$ cat src/hdl/prr_pkg.sv
package prr_pkg;

  localparam int PERM_LENGTH = 9;
  localparam int ELEM_W = 4;
  localparam int RANK_W = 19;
  localparam int NUM_LEVELS = PERM_LENGTH - 1;
  localparam int LATENCY = 2 * NUM_LEVELS + 2;

  typedef logic [ELEM_W-1:0] elem_t;
  typedef logic [RANK_W-1:0] rank_t;

  typedef enum logic {
    OP_RANK   = 1'b0,
    OP_UNRANK = 1'b1
  } op_t;

  typedef struct packed {
    logic                    valid;
    op_t                     op;
    elem_t [PERM_LENGTH-1:0] p;
    elem_t [PERM_LENGTH-1:0] r;
    rank_t                   acc;
    rank_t                   quo;
  } stage_t;

  // Reciprocals floor(2**RANK_W / n), indexed by n.
  localparam rank_t RECIP [2:PERM_LENGTH] = '{
    19'd262144, 19'd174762, 19'd131072, 19'd104857,
    19'd87381,  19'd74898,  19'd65536,  19'd58254
  };

  // Mixed-radix weight of the digit taken at level n: product of n+1 .. PERM_LENGTH.
  localparam rank_t WEIGHT [2:PERM_LENGTH] = '{
    19'd181440, 19'd60480, 19'd15120, 19'd3024,
    19'd504,    19'd72,    19'd9,     19'd1
  };

endpackage

$ cat src/hdl/prr_front.sv
module prr_front (
  input  logic                                      clk,
  input  logic                                      rst,
  input  logic                                      take,
  input  prr_pkg::op_t                              op,
  input  prr_pkg::elem_t [prr_pkg::PERM_LENGTH-1:0] elem_in,
  input  prr_pkg::rank_t                            rank_in,
  output prr_pkg::stage_t                           q
);

  prr_pkg::elem_t [prr_pkg::PERM_LENGTH-1:0] sat;
  prr_pkg::elem_t [prr_pkg::PERM_LENGTH-1:0] inv;
  prr_pkg::elem_t [prr_pkg::PERM_LENGTH-1:0] ident;
  prr_pkg::stage_t                           q_next;

  always_comb begin
    for (int i = 0; i < prr_pkg::PERM_LENGTH; i++) begin
      if (elem_in[i] >= prr_pkg::elem_t'(prr_pkg::PERM_LENGTH)) begin
        sat[i] = prr_pkg::elem_t'(prr_pkg::PERM_LENGTH - 1);
      end else begin
        sat[i] = elem_in[i];
      end
      ident[i] = prr_pkg::elem_t'(i);
    end
    // Later positions win when an element value repeats.
    inv = '0;
    for (int i = 0; i < prr_pkg::PERM_LENGTH; i++) begin
      inv[sat[i]] = prr_pkg::elem_t'(i);
    end
    q_next.valid = take;
    q_next.op    = op;
    q_next.p     = (op == prr_pkg::OP_UNRANK) ? ident : sat;
    q_next.r     = inv;
    q_next.acc   = (op == prr_pkg::OP_UNRANK) ? rank_in : '0;
    q_next.quo   = '0;
  end

  always_ff @(posedge clk) begin
    if (rst) begin
      q.valid <= 1'b0;
    end else begin
      q <= q_next;
    end
  end

endmodule

$ cat src/hdl/prr_recip.sv
module prr_recip (
  input  logic            clk,
  input  logic            rst,
  input  prr_pkg::elem_t  n,
  input  prr_pkg::stage_t d,
  output prr_pkg::stage_t q
);

  logic [2*prr_pkg::RANK_W-1:0] prod;
  prr_pkg::stage_t              q_next;

  always_comb begin
    prod = {{prr_pkg::RANK_W{1'b0}}, d.acc} * {{prr_pkg::RANK_W{1'b0}}, prr_pkg::RECIP[n]};
    q_next     = d;
    q_next.quo = prod[2*prr_pkg::RANK_W-1:prr_pkg::RANK_W];
  end

  always_ff @(posedge clk) begin
    if (rst) begin
      q.valid <= 1'b0;
    end else begin
      q <= q_next;
    end
  end

endmodule

$ cat src/hdl/prr_level.sv
module prr_level (
  input  logic            clk,
  input  logic            rst,
  input  prr_pkg::elem_t  n,
  input  prr_pkg::stage_t d,
  output prr_pkg::stage_t q
);

  prr_pkg::elem_t                            idx;
  prr_pkg::elem_t                            sv;
  prr_pkg::elem_t                            j;
  prr_pkg::elem_t                            k;
  prr_pkg::elem_t [prr_pkg::PERM_LENGTH-1:0] pr;
  prr_pkg::elem_t [prr_pkg::PERM_LENGTH-1:0] rr;
  prr_pkg::elem_t [prr_pkg::PERM_LENGTH-1:0] pu;
  prr_pkg::rank_t                            sw;
  prr_pkg::rank_t                            qn;
  prr_pkg::rank_t                            rem0;
  prr_pkg::rank_t                            rem;
  logic                                      corr;
  prr_pkg::stage_t                           q_next;

  always_comb begin
    idx = n - prr_pkg::elem_t'(1);

    sv = d.p[idx];
    j  = d.r[idx];
    pr = d.p;
    pr[idx] = d.p[j];
    pr[j]   = d.p[idx];
    rr = d.r;
    rr[sv]  = d.r[idx];
    rr[idx] = d.r[sv];
    sw = prr_pkg::rank_t'(sv) * prr_pkg::WEIGHT[n];

    // The estimated quotient is exact or one short; one correction step fixes it.
    qn   = d.quo * prr_pkg::rank_t'(n);
    rem0 = d.acc - qn;
    corr = (rem0 >= prr_pkg::rank_t'(n));
    rem  = corr ? (rem0 - prr_pkg::rank_t'(n)) : rem0;
    k    = rem[prr_pkg::ELEM_W-1:0];
    pu = d.p;
    pu[idx] = d.p[k];
    pu[k]   = d.p[idx];

    q_next = d;
    if (d.op == prr_pkg::OP_UNRANK) begin
      q_next.p   = pu;
      q_next.acc = corr ? (d.quo + prr_pkg::rank_t'(1)) : d.quo;
    end else begin
      q_next.p   = pr;
      q_next.r   = rr;
      q_next.acc = d.acc + sw;
    end
  end

  always_ff @(posedge clk) begin
    if (rst) begin
      q.valid <= 1'b0;
    end else begin
      q <= q_next;
    end
  end

endmodule

$ cat src/hdl/permutation_rank_unrank.sv
// Throughput: one transaction per cycle; busy is always low.
// The pipeline is a front stage, eight levels of reciprocal and swap stages, and an output register.
// Synchronous active-high reset clears all valid bits; no results appear until new starts.
// Results are strobed by done for one cycle and cannot be stalled.
module permutation_rank_unrank (
  input  logic        clk,
  input  logic        rst,
  input  logic        start,
  output logic        busy,
  input  logic        op,
  input  logic [3:0]  elem_in_0,
  input  logic [3:0]  elem_in_1,
  input  logic [3:0]  elem_in_2,
  input  logic [3:0]  elem_in_3,
  input  logic [3:0]  elem_in_4,
  input  logic [3:0]  elem_in_5,
  input  logic [3:0]  elem_in_6,
  input  logic [3:0]  elem_in_7,
  input  logic [3:0]  elem_in_8,
  input  logic [18:0] rank_in,
  output logic        done,
  output logic [3:0]  elem_out_0,
  output logic [3:0]  elem_out_1,
  output logic [3:0]  elem_out_2,
  output logic [3:0]  elem_out_3,
  output logic [3:0]  elem_out_4,
  output logic [3:0]  elem_out_5,
  output logic [3:0]  elem_out_6,
  output logic [3:0]  elem_out_7,
  output logic [3:0]  elem_out_8,
  output logic [18:0] rank_out
);

  prr_pkg::elem_t [prr_pkg::PERM_LENGTH-1:0] elem_in;
  prr_pkg::elem_t [prr_pkg::PERM_LENGTH-1:0] elem_res;
  prr_pkg::rank_t                            rank_res;
  prr_pkg::stage_t                           front_q;
  prr_pkg::stage_t                           a_q [prr_pkg::NUM_LEVELS];
  prr_pkg::stage_t                           b_q [prr_pkg::NUM_LEVELS];
  prr_pkg::stage_t                           last;

  assign busy = 1'b0;

  assign elem_in = {elem_in_8, elem_in_7, elem_in_6, elem_in_5, elem_in_4,
                    elem_in_3, elem_in_2, elem_in_1, elem_in_0};

  prr_front u_front (
    .clk     (clk),
    .rst     (rst),
    .take    (start & ~busy),
    .op      (prr_pkg::op_t'(op)),
    .elem_in (elem_in),
    .rank_in (rank_in),
    .q       (front_q)
  );

  for (genvar g = 0; g < prr_pkg::NUM_LEVELS; g++) begin : g_level
    prr_recip u_recip (
      .clk (clk),
      .rst (rst),
      .n   (prr_pkg::elem_t'(prr_pkg::PERM_LENGTH - g)),
      .d   ((g == 0) ? front_q : b_q[(g == 0) ? 0 : g - 1]),
      .q   (a_q[g])
    );

    prr_level u_level (
      .clk (clk),
      .rst (rst),
      .n   (prr_pkg::elem_t'(prr_pkg::PERM_LENGTH - g)),
      .d   (a_q[g]),
      .q   (b_q[g])
    );
  end

  assign last = b_q[prr_pkg::NUM_LEVELS-1];

  always_ff @(posedge clk) begin
    if (rst) begin
      done <= 1'b0;
    end else begin
      done <= last.valid;
    end
    elem_res <= (last.op == prr_pkg::OP_UNRANK) ? last.p : '0;
    rank_res <= (last.op == prr_pkg::OP_RANK) ? last.acc : '0;
  end

  assign elem_out_0 = elem_res[0];
  assign elem_out_1 = elem_res[1];
  assign elem_out_2 = elem_res[2];
  assign elem_out_3 = elem_res[3];
  assign elem_out_4 = elem_res[4];
  assign elem_out_5 = elem_res[5];
  assign elem_out_6 = elem_res[6];
  assign elem_out_7 = elem_res[7];
  assign elem_out_8 = elem_res[8];
  assign rank_out   = rank_res;

  a_start_done: assert property (@(posedge clk) disable iff (rst)
    (start && !busy) |-> ##(prr_pkg::LATENCY) done)
    else $error("accepted transaction produced no result");

  a_idle_quiet: assert property (@(posedge clk) disable iff (rst)
    !(start && !busy) |-> ##(prr_pkg::LATENCY) !done)
    else $error("result without an accepted transaction");

  a_one_field: assert property (@(posedge clk) disable iff (rst)
    done |-> (rank_out == '0) || (elem_res == '0))
    else $error("both rank and element fields are nonzero");

endmodule
$ cat config.mk
export PLATFORM = sky130hd
export DESIGN_NAME = permutation_rank_unrank
export DESIGN_NICKNAME = d
export VERILOG_FILES = /design/src/hdl/prr_pkg.sv /design/src/hdl/prr_front.sv /design/src/hdl/prr_recip.sv /design/src/hdl/prr_level.sv /design/src/hdl/permutation_rank_unrank.sv
export SDC_FILE = /design/constraint.sdc
export NUM_CORES = 2
export LEC_CHECK = 0
export ABC_AREA = 0
export BUFFER_PORTS_ARGS = -buffer_cell sky130_fd_sc_hd__clkbuf_2
export CAP_MARGIN = 40
export CORE_ASPECT_RATIO = 0.8
export CORE_MARGIN = 4
export CORE_UTILIZATION = 45
export DETAILED_ROUTE_END_ITERATION = 6
export PLACE_DENSITY = 0.73
export RECOVER_POWER = 50
export SLEW_MARGIN = 20
export SYNTH_ARGS = -nofsm -noshare
export SYNTH_HDL_FRONTEND = slang
export SYNTH_SLANG_ARGS = --single-unit
$ cat constraint.sdc
create_clock -name clk -period 31.6 [get_ports clk]
set_clock_uncertainty 0.1 [all_clocks]
set_input_delay 6.32 -clock clk [delete_from_list [all_inputs] [get_ports clk]]
set_output_delay 6.32 -clock clk [all_outputs]
set_load 0.05 [all_outputs]
# ---- Word-level counts from Yosys, hierarchy flattened
# Cells that the tools add are included.
dict set report word_totals {
  ff_bits 1683
  latchBits 0
  mem_bits_rw 0
  rom_bits 0
  input_bits 59
  output_inout_bits 57
  wordCells 709
  mem_count 0
}
dict set report op_classes {
  n_addsub 32
  n_mul 17
  n_div 0
  magnitude_cmp 79
  eq_ne 0
  shifts 0
  n_mux 177
  n_bitwise 20
  reduce_logical 32
}
# operator count
set op_table {}
lappend op_table {{$bwmux 36} 23}
lappend op_table {{$mux 36} 14}
lappend op_table {{$demux 4 s4} 31}
lappend op_table {{$bmux 4 s4} 22}
lappend op_table {{$mux 19} 16}
lappend op_table {{$mux 4} 70}
lappend op_table {{$lt 4x5->1 const B} 31}
lappend op_table {{$sub 19x19->19} 8}
lappend op_table {{$add 19x19->19} 7}
lappend op_table {{$ge 4x1->1 const B} 31}
lappend op_table {{$mul 19x17->36 const B} 3}
lappend op_table {{$add 19x1->19 const B} 5}
lappend op_table {{$not 27->27} 3}
lappend op_table {{$ge 19x3->1 const B} 4}
lappend op_table {{$and 18x18->18} 3}
lappend op_table {{$and 27x27->27} 2}
lappend op_table {{$not 18->18} 3}
lappend op_table {{$or 18x18->18} 3}
lappend op_table {{$ge 19x2->1 const B} 2}
lappend op_table {{$ge 19x4->1 const B} 2}
lappend op_table {{$mul 19x3->19 const B} 2}
lappend op_table {{$ge 4x4->1 const B} 9}
lappend op_table {{$mul 19x16->35 const B} 1}
lappend op_table {{$mul 19x15->34 const B} 1}
lappend op_table {{other kinds (24)} 61}

# ---- Longest topological paths before layout
dict set report logic_depth {
  word_depth 14
  depth_mapped 27
  ltp_nobuf 26
}

# ---- Modules after synthesis
# A second synthesis with hierarchy kept.
dict set report unflattened {
  hier_cells 23425
  hier_area_um2 231183.0
}
# mod instances cells_per_inst area_each_um2 seq_area_each_um2
set by_module_without_submodules {}
lappend by_module_without_submodules {{prr_recip at g_level[0].u_recip ...} 5 1341 14279.9 3353.2}
lappend by_module_without_submodules {{prr_level at g_level[0].u_level ...} 5 1511 13974.7 3353.2}
lappend by_module_without_submodules {{prr_level at g_level[6].u_level ...} 2 1553 13683.1 3353.2}
lappend by_module_without_submodules {{prr_recip at g_level[5].u_recip} 1 1393 14510.2 3353.2}
lappend by_module_without_submodules {{prr_recip at g_level[7].u_recip} 1 1366 14388.8 3353.2}
lappend by_module_without_submodules {{prr_recip at g_level[6].u_recip} 1 1351 14361.3 3353.2}
lappend by_module_without_submodules {{prr_level at g_level[5].u_level} 1 1463 13252.7 3353.2}
lappend by_module_without_submodules {prr_front 1 366 4515.6 2782.7}
lappend by_module_without_submodules {permutation_rank_unrank 1 120 1515.2 1121.1}

# ---- Least setup slack after synthesis
# Ideal clock, no wire load.
dict set report synth_path {
  path_type {input -> register}
  start {input port rst}
  end {register g_level[0].u_level.q[100] (netlist name) (enable)}
  setup_time_ns 1.650
  arrival_ns 31.875
  required_time_ns 29.850
  path_slack_ns -2.026
  stages 2
  n_path_buf 1
  cell_sequence {clkbuf_1 > inv_1}
}
# element line
set synth_rtl {}
lappend synth_rtl {{from (decl)} permutation_rank_unrank.sv:7} ;# input logic rst,
lappend synth_rtl {{to (signal assigned)} prr_level.sv:61} ;# q <= q_next;
lappend synth_rtl {{to (decl)} prr_level.sv:6} ;# output prr_pkg::stage_t q
# No word-level cell between the ends.

# ---- Worst setup path in the final report
dict set report layout_path {
  start {input port rst}
  end {register u_front.q[29] (netlist name) (enable)}
}
# element line
set layout_rtl {}
lappend layout_rtl {{to (signal assigned)} prr_front.sv:42} ;# q <= q_next;
lappend layout_rtl {{to (decl)} prr_front.sv:8} ;# output prr_pkg::stage_t q
# No word-level cell between the ends.

==> results.tsv <==
stage	metric	value	unit
status	result of the run	finished, violations left	
status	failing checks	capacitance limit, slew limit	
die	Initial Utilization	0.454	
synth	Synth area leaders	edfxtp_1 42%, ha_1 14%, fa_1 11%	
clocking	Max Root-Sink Buffers	3	
critical_path	crit-path max cell delay	1.05	ns
synth	Cells after Synth	7896	
clocking	clock-pin slew on the worst setup and hold paths	0.07	ns
critical_path	CP Launch Point	rst	
placed_design	# port buffers	114	
sta	min Tclk post-route	9.70	ns
clocking	CTS tree	yes	
placed_design	placed cells	10600	
critical_path	worst path required time	31.95	ns
synth	Synth Flop Type	edfxtp_1	
sta	RSZ-0062 raised after global routing	false	
grt	largest net degree at the start of global routing	190	
sta	hold slack	0.301	ns
synth	Yosys reg bits	1398	
clocking	hold buffer count at cts	0	
sta	fin. max-slew vios	378	
die	io pins	116	
routing	1st-iter DRT viols	5164	
sta	upper clock frequency limit	103	MHz
critical_path	critical path endpoint	u_front.q[29]	
final_layout	# diodes	0	
final_layout	final core occ	0.493	
grt	initial antenna violation count	0	
grt	gr usage total	0.189	
routing	ANT nets after route	0	
sta	Setup TNS	0	ns
synth	Seq/Total Area, Yosys	0.439	
clocking	H-tree depth	4	
synth	asr flop ratio synth	0	
critical_path	classification of the worst setup path	in2reg	
routing	Routed WL	204000	um
critical_path	Crit-path slowest cell	clkbuf_1	
final_layout	nets	9632	
synth	area share of the largest cell type after synthesis	0.423	
grt	gr ovfl total	0	
placed_design	RePlAce Congestion	0.940	
critical_path	crit start category	input pin	
critical_path	R2R cell count	17	
synth	syn_area_per_cell	11.9	um^2
final_layout	final cell count without fillers	10800	
critical_path	Worst R2R End	g_level[6].u_level.q[85]	
critical_path	Critical R2R Launch	g_level[6].u_recip.q[0]	
routing	DR vias/cell	5.46	
clocking	CTS sink count	1398	
clocking	postcts setup bufs	0	
grt	vias in the first global route	60700	
die	Core ar.	207000	um^2
die	Die X	519	um
critical_path	worst reg2reg setup slack	23.28	ns
clocking	cts repair resizes	0	
sta	Final Hold Fails	0	
die	die area	216000	um^2
synth	Synthesis Warnings	0	
final_layout	filler instances	17800	
synth	Synth Net Count	9507	
synth	number of synthesized flops with an enable pin	1325	
synth	mapped cell area	94000	um^2
routing	drc violations	0	
synth	count leader, synth	edfxtp_1	
routing	Vias	59300	
clocking	Clock Latency Late Sink	0.78	ns
placed_design	hpwl dp	160000	um
sta	Slew @ Worst Pin	2.52	ns
run	max_cap viols	9	
routing	drt first pass iters	6	
synth	post-synth cell types	106	
critical_path	crit path cell chain	clkbuf_1 > clkinvlp_2 > clkbuf_1 > buf_4 > buf_16 > buf_4 > buf_12	
critical_path	worst-path fanout max	51	
sta	final setup fails	0	
clocking	Num CTS Buffers	131	
min_path	Hold WC Path Type	reg2reg	
sta	Worst slew margin	-0.680	
critical_path	crit path capture type	register	
die	Die Y	417	um
critical_path	Worst EP arrival	10.05	ns
die	Row Count	149	
synth	Post-synth top cells	1,325 x edfxtp_1, 1,110 x inv_1, 1,016 x ha_1	
final_layout	share of layout cells above drive strength 1	0.0850	
routing	WL/cell	18.8	um
grt	first-pass GRT wire length	330000	um
sta	crit share post-route	0.307	
synth	Yosys top cell by area	edfxtp_1	
final_layout	layout overhead on the synthesized area	8.63	%
clocking	CTS root buf	clkbuf_16	
## critical path: cells and delay by family
family,cells,cell delay (ns)
buffers and inverters,7,3.63
## stage by stage
stage / setup WS (ns) / area (um^2)
floorplan: 4.35 / 94000
global placement: 21.46 / 97600
detailed placement: 21.53 / 97800
CTS: 22.39 / 102000
global route: 21.50 / 102000
finish: 21.90 / 102000
## cell families after synthesis
group | count (synthesis) | share of synthesized area
buf+inv | 1300 | 0.0521
compound gates | 1320 | 0.0896
other cells | 1 | 0.0000399
xor+xnor | 351 | 0.0329
simple gates | 1551 | 0.0806
fa+ha+maj | 1552 | 0.249
flops | 1398 | 0.439
mux | 423 | 0.0563
## worst min path at each step
stage	startpoint	slack, ns	depth (start not counted)	end
final	g_level[0].u_level.q[103]	0.30	0	g_level[1].u_recip.q[103]
after global routing	g_level[3].u_level.q[45]	0.30	0	g_level[4].u_recip.q[45]
after CTS	g_level[4].u_level.q[93]	0.30	0	g_level[5].u_recip.q[93]
after detailed placement	u_front.q[61]	0.30	0	g_level[0].u_recip.q[61]
after global placement	g_level[4].u_level.q[101]	0.30	0	g_level[5].u_recip.q[101]
after floorplan	u_front.q[100]	0.30	0	g_level[0].u_recip.q[100]
## placed cells by master (no fill, tap or decap), types with 31 or more instances in the layout
cell and n:
and2_0 45, a21oi_1 341, inv_1 1109, mux2_2 238
xor2_1 106, nand2_1 479, a211oi_1 31, nand4_1 31
clkbuf_1 52, mux4_2 52, nor3_1 119, nand2b_1 67
nor3b_1 35, mux2_1 66, nor2_1 347, edfxtp_1 1325
o21a_1 47, o22ai_1 37, o21bai_1 42, ha_1 1016
clkbuf_16 134, dfxtp_1 73, xnor2_1 243, a31oi_1 69
or3_1 31, fa_1 536, nor2b_1 110, o21ai_0 357
clkbuf_2 110, a21o_1 100, and3_1 54, mux2i_1 67
nand3_1 93, and2_1 32
## routing by layer
layer / vias to the layer above / global-route usage / wire length [um]
li1: 28200 / - / -
met1: 28800 / 0.262 / 92500
met2: 1903 / 0.308 / 94400
met3: 357 / 0.0269 / 11800
met4: 0 / 0.0576 / 5650
met5: - / 0 / 0
## final cells by class
| type | instances | area [um^2] | area share |
|---|---|---|---|
| Multi-Input combinational cell | 5198 | 47700 | 0.467 |
| Sequential cell | 1398 | 41200 | 0.404 |
| Inverter | 1117 | 4190 | 0.0411 |
| Clock buffer | 165 | 3480 | 0.0341 |
| Tap cell | 2718 | 3400 | 0.0333 |
| Timing Repair Buffer | 175 | 1190 | 0.0116 |
| Clock inverter | 75 | 876 | 0.00858 |
## state kept, by name (all words and copies together) (netlist names)
| signal | cells |
|---|---|
| elem_out_6 | 4 |
| elem_out_3 | 4 |
| elem_out_0 | 4 |
| elem_out_1 | 4 |
| g_level.u_recip.q | 685 |
| rank_out | 19 |
| elem_out_7 | 4 |
| elem_out_5 | 4 |
| elem_out_8 | 4 |
| done | 1 |
| elem_out_4 | 4 |
| elem_out_2 | 4 |
| g_level.u_level.q | 568 |
| u_front.q | 89 |
Power is not shown: default switching activity piles up to over one toggle a cycle in this logic, so the estimate is an artifact.
